<file path="src/hw/rtl/ffsc_pkg.sv">
`timescale 1ns / 1ps
`default_nettype none
package ffsc_pkg;

  localparam int FRAME_LENGTH = 30;
  localparam int POS_W        = $clog2(FRAME_LENGTH);
  localparam int OFFSET_W     = 5;

  typedef logic [7:0]          byte_t;
  typedef logic [POS_W-1:0]    pos_t;
  typedef logic [OFFSET_W-1:0] offset_t;
  typedef logic [1:0]          kind_t;
  typedef logic [1:0]          cfg_idx_t;

  localparam kind_t KIND_COMMAND  = 2'd0;
  localparam kind_t KIND_REALTIME = 2'd1;
  localparam kind_t KIND_OTHER    = 2'd2;

  localparam cfg_idx_t CFG_HEADER_FIRST  = 2'd0;
  localparam cfg_idx_t CFG_HEADER_SECOND = 2'd1;
  localparam cfg_idx_t CFG_LINK_MODE     = 2'd2;

  localparam byte_t HEADER_FIRST_RST  = 8'h55;
  localparam byte_t HEADER_SECOND_RST = 8'hAA;
  localparam byte_t LINK_MODE_RST     = 8'h02;

  localparam byte_t CMD_LOW      = 8'hB0;
  localparam byte_t CMD_HIGH     = 8'hBF;
  localparam byte_t REALTIME_CMD = 8'h00;

  // Classify a frame from its command byte.
  function automatic kind_t kind_of(input byte_t code);
    kind_t k;
    if (code >= CMD_LOW && code <= CMD_HIGH) begin
      k = KIND_COMMAND;
    end else if (code == REALTIME_CMD) begin
      k = KIND_REALTIME;
    end else begin
      k = KIND_OTHER;
    end
    return k;
  endfunction

endpackage
`default_nettype wire

</file>
<file path="src/hw/rtl/ffsc_if.sv">
`timescale 1ns / 1ps
`default_nettype none
interface ffsc_in_if;
  logic                valid;
  logic                ready;
  ffsc_pkg::byte_t     rx_byte;
  modport source (output valid, output rx_byte, input ready);
  modport sink   (input valid, input rx_byte, output ready);
endinterface

interface ffsc_out_if;
  logic                valid;
  logic                ready;
  ffsc_pkg::byte_t     frame_byte;
  ffsc_pkg::offset_t   byte_offset;
  ffsc_pkg::kind_t     frame_kind;
  logic                last_of_frame;
  modport source (output valid, output frame_byte, output byte_offset,
                  output frame_kind, output last_of_frame, input ready);
  modport sink   (input valid, input frame_byte, input byte_offset,
                  input frame_kind, input last_of_frame, output ready);
endinterface

interface ffsc_cfg_if;
  logic                 valid;
  logic                 ready;
  ffsc_pkg::cfg_idx_t   addr;
  ffsc_pkg::byte_t      data;
  modport source (output valid, output addr, output data, input ready);
  modport sink   (input valid, input addr, input data, output ready);
endinterface
`default_nettype wire

</file>
<file path="src/hw/rtl/ffsc_cell.sv">
`timescale 1ns / 1ps
`default_nettype none
// One byte of the frame chain; takes its neighbour's byte on each shift.
module ffsc_cell (
  input  wire logic            clk,
  input  wire logic            shift,
  input  wire ffsc_pkg::byte_t d,
  output ffsc_pkg::byte_t      q
);
  import ffsc_pkg::*;

  byte_t data_r;

  always_ff @(posedge clk) begin
    if (shift) begin
      data_r <= d;
    end
  end

  assign q = data_r;

endmodule
`default_nettype wire

</file>
<file path="src/hw/rtl/fixed_frame_sync_checksum_parser.sv">
`timescale 1ns / 1ps
`default_nettype none
// Fixed-length frame synchroniser with an additive 8-bit checksum.
// Received bytes arrive on the input channel, one per transfer. The block hunts
// for the two header bytes, then gathers the rest of a FRAME_LENGTH-byte frame
// into a chain of byte cells. A frame passes when byte 2 equals the link-mode
// register and the 8-bit sum of bytes 2 to FRAME_LENGTH-2 equals the last byte.
// A passing frame is sent on the output channel as FRAME_LENGTH transfers, byte
// 0 first, each with its offset, the frame kind and a last flag; a failing
// frame is dropped without any output.
// Throughput: while gathering, one input byte is taken every cycle. The last
// byte of a good frame starts a burst of FRAME_LENGTH output transfers, one per
// cycle when the receiver is ready; the cell chain shifts one place per output
// transfer and input is held off until the burst ends. The first output byte is
// offered on the cycle after the final input byte.
// A receiver stall simply holds the current output byte; nothing is lost.
// The configuration channel is always ready; register i of the list takes the
// data at address i, and the unused address is ignored.
// Reset (rst_n low, synchronous) returns to the hunt for the first header byte
// and restores the header and link-mode registers to their default values.
module fixed_frame_sync_checksum_parser (
  input  wire logic   clk,
  input  wire logic   rst_n,
  ffsc_in_if.sink     in_ch,
  ffsc_out_if.source  out_ch,
  ffsc_cfg_if.sink    cfg_ch
);
  import ffsc_pkg::*;

  localparam logic ST_COLLECT = 1'b0;
  localparam logic ST_EMIT    = 1'b1;

  logic  state_r, state_nxt;
  pos_t  fill_pos_r, fill_pos_nxt;
  pos_t  emit_cnt_r, emit_cnt_nxt;
  byte_t sum_r, sum_nxt;
  kind_t kind_r, kind_nxt;
  byte_t header_first_r, header_second_r, link_mode_r;

  logic  in_xfer, out_xfer, shift;
  byte_t chain_in;
  byte_t cell_q [FRAME_LENGTH];

  assign in_ch.ready  = (state_r == ST_COLLECT);
  assign in_xfer      = in_ch.valid && in_ch.ready;
  assign out_xfer     = out_ch.valid && out_ch.ready;
  assign cfg_ch.ready = 1'b1;

  // Every received byte enters the tail of the chain; each output transfer
  // moves the frame one cell toward the head, where byte 0 sits.
  assign shift    = in_xfer || out_xfer;
  assign chain_in = in_xfer ? in_ch.rx_byte : '0;

  for (genvar g = 0; g < FRAME_LENGTH; g++) begin : g_cell
    if (g == FRAME_LENGTH - 1) begin : g_tail
      ffsc_cell u_cell (.clk(clk), .shift(shift), .d(chain_in), .q(cell_q[g]));
    end else begin : g_body
      ffsc_cell u_cell (.clk(clk), .shift(shift), .d(cell_q[g+1]), .q(cell_q[g]));
    end
  end

  // Frame control. On the final input byte the chain has not yet shifted, so
  // frame byte k still sits in cell k+1.
  always_comb begin
    state_nxt    = state_r;
    fill_pos_nxt = fill_pos_r;
    emit_cnt_nxt = emit_cnt_r;
    sum_nxt      = sum_r;
    kind_nxt     = kind_r;
    case (state_r)
      ST_COLLECT: begin
        if (in_xfer) begin
          if (fill_pos_r == '0) begin
            if (in_ch.rx_byte == header_first_r) begin
              fill_pos_nxt = pos_t'(1);
              sum_nxt      = '0;
            end
          end else if (fill_pos_r == pos_t'(1)) begin
            // A wrong second header byte is dropped even if it would start a frame.
            fill_pos_nxt = (in_ch.rx_byte == header_second_r) ? pos_t'(2) : '0;
          end else if (fill_pos_r == pos_t'(FRAME_LENGTH - 1)) begin
            fill_pos_nxt = '0;
            if (cell_q[3] == link_mode_r && sum_r == in_ch.rx_byte) begin
              state_nxt    = ST_EMIT;
              emit_cnt_nxt = '0;
              kind_nxt     = kind_of(cell_q[4]);
            end
          end else begin
            sum_nxt      = sum_r + in_ch.rx_byte;
            fill_pos_nxt = fill_pos_r + pos_t'(1);
          end
        end
      end
      ST_EMIT: begin
        if (out_xfer) begin
          if (emit_cnt_r == pos_t'(FRAME_LENGTH - 1)) begin
            state_nxt    = ST_COLLECT;
            emit_cnt_nxt = '0;
          end else begin
            emit_cnt_nxt = emit_cnt_r + pos_t'(1);
          end
        end
      end
      default: begin
        state_nxt = ST_COLLECT;
      end
    endcase
  end

  always_ff @(posedge clk) begin
    if (!rst_n) begin
      state_r         <= ST_COLLECT;
      fill_pos_r      <= '0;
      emit_cnt_r      <= '0;
      sum_r           <= '0;
      header_first_r  <= HEADER_FIRST_RST;
      header_second_r <= HEADER_SECOND_RST;
      link_mode_r     <= LINK_MODE_RST;
    end else begin
      state_r    <= state_nxt;
      fill_pos_r <= fill_pos_nxt;
      emit_cnt_r <= emit_cnt_nxt;
      sum_r      <= sum_nxt;
      if (cfg_ch.valid && cfg_ch.ready) begin
        case (cfg_ch.addr)
          CFG_HEADER_FIRST:  header_first_r  <= cfg_ch.data;
          CFG_HEADER_SECOND: header_second_r <= cfg_ch.data;
          CFG_LINK_MODE:     link_mode_r     <= cfg_ch.data;
          default: begin
          end
        endcase
      end
    end
  end

  // The kind is only meaningful during a burst, so it needs no reset.
  always_ff @(posedge clk) begin
    kind_r <= kind_nxt;
  end

  assign out_ch.valid         = (state_r == ST_EMIT);
  assign out_ch.frame_byte    = cell_q[0];
  assign out_ch.byte_offset   = offset_t'(emit_cnt_r);
  assign out_ch.frame_kind    = kind_r;
  assign out_ch.last_of_frame = (emit_cnt_r == pos_t'(FRAME_LENGTH - 1));

  // A burst only ever starts from the hunt for a new header.
  a_emit_from_hunt: assert property (@(posedge clk) disable iff (!rst_n)
    (state_r == ST_EMIT) |-> (fill_pos_r == '0))
    else $error("burst running while a frame is partly gathered");

  // The final transfer of a burst hands the block back to the input side.
  a_last_ends_burst: assert property (@(posedge clk) disable iff (!rst_n)
    (out_xfer && out_ch.last_of_frame) |=> (in_ch.ready && !out_ch.valid))
    else $error("burst did not end after its last byte");

  // Every burst starts at offset zero.
  a_burst_starts_at_zero: assert property (@(posedge clk) disable iff (!rst_n)
    $rose(out_ch.valid) |-> (emit_cnt_r == '0))
    else $error("burst started at a non-zero offset");

  // A good frame's final byte opens a burst on the next cycle.
  a_good_frame_emits: assert property (@(posedge clk) disable iff (!rst_n)
    (in_xfer && fill_pos_r == pos_t'(FRAME_LENGTH - 1) && cell_q[3] == link_mode_r
     && sum_r == in_ch.rx_byte) |=> out_ch.valid)
    else $error("good frame produced no burst");

endmodule
`default_nettype wire

</file>
<file path="src/flat_wrapper.sv">
// flat-port wrapper written by rule: the top's interface ports become plain ports
module fixed_frame_sync_checksum_parser_flat import ffsc_pkg::*;
  (clk, rst_n, in_ch_valid, in_ch_rx_byte, in_ch_ready, out_ch_valid, out_ch_frame_byte, out_ch_byte_offset, out_ch_frame_kind, out_ch_last_of_frame, out_ch_ready, cfg_ch_valid, cfg_ch_addr, cfg_ch_data, cfg_ch_ready);
  ffsc_in_if in_ch_i ();
  ffsc_out_if out_ch_i ();
  ffsc_cfg_if cfg_ch_i ();
  input  wire logic clk;
  input  wire logic rst_n;
  input wire logic [$bits(in_ch_i.valid)-1:0] in_ch_valid;
  input wire logic [$bits(in_ch_i.rx_byte)-1:0] in_ch_rx_byte;
  output wire logic [$bits(in_ch_i.ready)-1:0] in_ch_ready;
  output wire logic [$bits(out_ch_i.valid)-1:0] out_ch_valid;
  output wire logic [$bits(out_ch_i.frame_byte)-1:0] out_ch_frame_byte;
  output wire logic [$bits(out_ch_i.byte_offset)-1:0] out_ch_byte_offset;
  output wire logic [$bits(out_ch_i.frame_kind)-1:0] out_ch_frame_kind;
  output wire logic [$bits(out_ch_i.last_of_frame)-1:0] out_ch_last_of_frame;
  input wire logic [$bits(out_ch_i.ready)-1:0] out_ch_ready;
  input wire logic [$bits(cfg_ch_i.valid)-1:0] cfg_ch_valid;
  input wire logic [$bits(cfg_ch_i.addr)-1:0] cfg_ch_addr;
  input wire logic [$bits(cfg_ch_i.data)-1:0] cfg_ch_data;
  output wire logic [$bits(cfg_ch_i.ready)-1:0] cfg_ch_ready;
  assign in_ch_i.valid = in_ch_valid;
  assign in_ch_i.rx_byte = in_ch_rx_byte;
  assign in_ch_ready = in_ch_i.ready;
  assign out_ch_valid = out_ch_i.valid;
  assign out_ch_frame_byte = out_ch_i.frame_byte;
  assign out_ch_byte_offset = out_ch_i.byte_offset;
  assign out_ch_frame_kind = out_ch_i.frame_kind;
  assign out_ch_last_of_frame = out_ch_i.last_of_frame;
  assign out_ch_i.ready = out_ch_ready;
  assign cfg_ch_i.valid = cfg_ch_valid;
  assign cfg_ch_i.addr = cfg_ch_addr;
  assign cfg_ch_i.data = cfg_ch_data;
  assign cfg_ch_ready = cfg_ch_i.ready;
  fixed_frame_sync_checksum_parser u_core (.clk(clk), .rst_n(rst_n), .in_ch(in_ch_i), .out_ch(out_ch_i), .cfg_ch(cfg_ch_i));
endmodule
</file>
<file path="config.mk">
export PLATFORM = sky130hd
export DESIGN_NAME = fixed_frame_sync_checksum_parser_flat
export DESIGN_NICKNAME = d
export VERILOG_FILES = /design/src/hw/rtl/ffsc_pkg.sv /design/src/hw/rtl/ffsc_if.sv /design/src/hw/rtl/ffsc_cell.sv /design/src/hw/rtl/fixed_frame_sync_checksum_parser.sv /design/src/flat_wrapper.sv
export SDC_FILE = /design/constraint.sdc
export NUM_CORES = 1
export LEC_CHECK = 0
export BUFFER_PORTS_ARGS = -buffer_cell sky130_fd_sc_hd__buf_4
export CAP_MARGIN = 40
export CORE_UTILIZATION = 55
export DETAILED_ROUTE_END_ITERATION = 16
export PLACE_DENSITY = 0.7
export SETUP_SLACK_MARGIN = 0.3
export SYNTH_ARGS = -nofsm -noshare
export SYNTH_HDL_FRONTEND = slang
export SYNTH_SLANG_ARGS = --single-unit
export TNS_END_PERCENT = 1
</file>
<file path="constraint.sdc">
create_clock -name clk -period 16.7 [get_ports clk]
set_input_delay 1.67 -clock clk [delete_from_list [all_inputs] [get_ports clk]]
set_output_delay 1.67 -clock clk [all_outputs]
set_load 0.03 [all_outputs]
</file>
==> results.sh <==
export IMPL_worst_r2r_startpoint="u_core.out_ch.valid"
export IMPL_clk_root_buffer_cell="clkbuf_16"
export IMPL_via_count=4406
export IMPL_grt_total_usage_pct=16.8
export IMPL_hold_buffers=0
export IMPL_cts_root_to_sink_buffers=3
export IMPL_initialDrtViolationCount=303
export IMPL_synth_area_leaders="edfxtp_1 (74%), dfxtp_1 (8.8%), mux2i_1 (2.5%), xor2_1 (2.0%), ha_1 (1.5%)"
export IMPL_gpl_final_weighted_congestion=0.902
export IMPL_fp_coreArea_sq_um=17400
export IMPL_synth_edf_count=242
export IMPL_timing_critical_path_required_ps=16830
export IMPL_timing_worst_setup_path_type="primary input to flip-flop"
export IMPL_critPathMaxFanout=196
export IMPL_io_buffers=40
export IMPL_hpwl_um=8770
export IMPL_critical_path_max_stage_delay_ps=660
export IMPL_hold_violations=0
export IMPL_yosys_most_used_dff="edfxtp_1"
export IMPL_die_width_um=135
export IMPL_detailed_place_area_sq_um=10300
export IMPL_area_of_the_die_sq_um=18300
export IMPL_crit_path_end_kind="flip-flop"
export IMPL_initial_utilization_pct=56.3
export IMPL_wl_um=14500
export IMPL_cts_repair_resized=0
export IMPL_drt_pass1_iterations=4
export IMPL_p_leak_nw=4.11
export IMPL_maxClockFrequency_mhz=306
export IMPL_critical_path_reg2reg_endpoint="u_core.g_cell[16].g_body.u_cell.q[3]"
export IMPL_final_period_utilization_pct=19.5
export IMPL_place_detailed_instances=772
export IMPL_clkSinkCount=285
export IMPL_reg2reg_setup_slack_ps=14160
export IMPL_cts_inserted_buffers=27
export IMPL_floorplan_io_pins=42
export IMPL_detailed_route_wire_length_per_cell_um=17.7
export IMPL_regArea_sq_um=8130
export IMPL_maximum_number_of_pins_on_one_net_before_global_route_repair=197
export IMPL_critical_path_slowest_cell="buf_12"
export IMPL_avgSynthCellArea_sq_um=18.7
export IMPL_ys_types=47
export IMPL_via_per_inst=5.37
export IMPL_ys_ff_latch=285
export IMPL_r2r_worst_path_cells=3
export IMPL_final_routed_drc_violation_total=0
export IMPL_holdWs_ps=408
export IMPL_final_cell_area_sq_um=11300
export IMPL_setup_violations=0
export IMPL_hp_start="u_core.g_cell[27].g_body.u_cell.q[5]"
export IMPL_area_of_combinational_cells_with_multiple_inputs_sq_um=1520
export IMPL_rsz0062_at_grt="false"
export IMPL_startpoint="in_ch_valid"
export IMPL_timing_critical_path_cells="buf_4 > nand2b_1 > nand2_4 > buf_12"
export IMPL_finish_cell_count_without_fillers=821
export IMPL_mappedNetlistArea_sq_um=9780
export IMPL_routed_antenna_nets=0
export IMPL_cellPowerDensity_nw_per_um2=137
export IMPL_postCtsSetupBuffers=0
export IMPL_yosysWarningCount=0
export IMPL_post_synth_top_area_cell="edfxtp_1"
export IMPL_tritoncts_clock_tree="done"
export IMPL_synth_sequential_area_ratio_pct=83.1
export IMPL_first_pass_grt_wire_length_um=23400
export IMPL_clk_pin_slew_worst_setup_hold_paths_ps=60
export IMPL_antenna_found_initial=0
export IMPL_area_growth_synth_to_final_pct=15.2
export IMPL_critical_path_arrival_ps=3390
export IMPL_die_y_um=135
export IMPL_tightestPinTransition_ps=1060
export IMPL_finalNetCount=612
export IMPL_min_path_type="flip-flop to flip-flop"
export IMPL_synth_largest_type_area_fraction_pct=74.3
export IMPL_fin_tns_setup_ps=0
export IMPL_asyncSetResetFlopFracSynth_pct=0
export IMPL_drv_slew=0
export IMPL_timing_critical_path_to="u_core.g_cell[16].g_body.u_cell.q[3]"
export IMPL_final_setup_skew_ps=9.93
export IMPL_status="finished, final reports clean"
export IMPL_fin_util_pct=64.9
export IMPL_mappedNetlistNets=560
export IMPL_period_needed_ps=3260
export IMPL_antenna_diode_count=0
export IMPL_maxCapViolations=0
export IMPL_timing_critical_path_from_type="primary input"
export IMPL_filler_cell_count=1125
export IMPL_fraction_of_layout_instances_using_a_drive_strength_above_1_pct=15.6
export IMPL_clkLatencyLatePin_ps=510
export IMPL_globalRouteOverflowTotal=0
export IMPL_power_ir_vdd_worst_uv=96.8
export IMPL_core_rows=48
export IMPL_cts_max_level=1
export IMPL_first_global_vias=4438
export IMPL_synthesis_instances=524
export IMPL_dominant_cell_by_count_in_the_synthesized_netlist="edfxtp_1"
export IMPL_synth_common_cells="edfxtp_1 (242), dfxtp_1 (43), nor2_1 (26)"
export IMPL_max_slew_margin_pct=29.6
## worst min-delay path by stage
stage / to / slack (ps) / depth (start not counted)
6_report: u_core.g_cell[26].g_body.u_cell.q[5] / 410 / 0
5_1_grt: u_core.g_cell[26].g_body.u_cell.q[5] / 410 / 0
4_1_cts: u_core.g_cell[25].g_body.u_cell.q[3] / 410 / 0
3_5_place_dp: u_core.g_cell[0].g_body.u_cell.q[3] / 400 / 0
3_3_place_gp: u_core.g_cell[0].g_body.u_cell.q[1] / 400 / 0
2_1_floorplan: u_core.g_cell[0].g_body.u_cell.q[0] / 400 / 0
## kinds of logic after synthesis
| family | after synthesis | share of synthesized area, % |
|---|---|---|
| buf+inv | 27 | 1.46 |
| flops | 285 | 83.1 |
| mux | 24 | 2.46 |
| xor+xnor | 30 | 2.69 |
| fa+ha+maj | 13 | 1.74 |
| compound gates | 46 | 3.20 |
| simple gates | 98 | 5.29 |
| other cells | 1 | 0.0384 |
## power breakdown
part | total, mW | switching [mW] | internal [mW]
sequential | 0.828 | 0.0137 | 0.814
combinational | 0.0526 | 0.0337 | 0.0189
clock | 0.664 | 0.245 | 0.419
## critical path, delay by kind of cell
kind,cells,cell delay [ps]
simple gates,2,700
buf+inv,2,740
## registers in the layout (all words and copies together), names as in the netlist, 2 cells and up
signal and cells:
u_core.out_ch.byte_offset 5, u_core.header_second_r 8, u_core.g_cell.g_tail.u_cell.q 8, u_core.out_ch.frame_kind 2, u_core.header_first_r 8, u_core.fill_pos_r 5
u_core.sum_r 8, u_core.g_cell.g_body.u_cell.q 232, u_core.link_mode_r 8
## cell type report
cell class / instances / share of cell area [%]
Timing Repair Buffer: 41 / 2.84
Inverter: 9 / 0.300
Clock buffer: 35 / 6.53
Clock inverter: 14 / 2.20
Multi-Input combinational cell: 212 / 13.5
Tap cell: 225 / 2.50
Sequential cell: 285 / 72.1
## cells in the final DEF, fill, tap and decap left out, types with 4 or more instances in the layout
master / n
o211ai_1: 5
nor3_1: 5
a31oi_1: 5
mux2i_1: 24
dfxtp_1: 43
inv_1: 9
xor2_1: 22
nor4_1: 5
a22o_1: 7
and2_1: 8
xnor2_1: 8
ha_1: 12
nor2_1: 26
nand2_1: 20
clkbuf_1: 5
edfxtp_1: 242
o21ai_0: 8
bufinv_16: 7
a21oi_1: 11
or4_1: 4
nand3_1: 11
clkbuf_16: 27
buf_4: 40
## through the flow
step                worst slack, ps  power (mW)
floorplan                      9090       0.880
global placement              13060       0.892
detailed placement            12950       0.895
CTS                           13420        1.56
global route                  13300        1.59
finish                        13440        1.54
## per-layer routing
layer | GRT usage [%] | share of wire (%) | vias up
li1 | - | - | 2097
met1 | 24.7 | 48 | 2187
met2 | 25.6 | 46 | 92
met3 | 3.03 | 4.1 | 30
met4 | 5.37 | 2.4 | 0
met5 | 0 | 0 | -
Note: power is estimated with default switching activity, not from simulation.
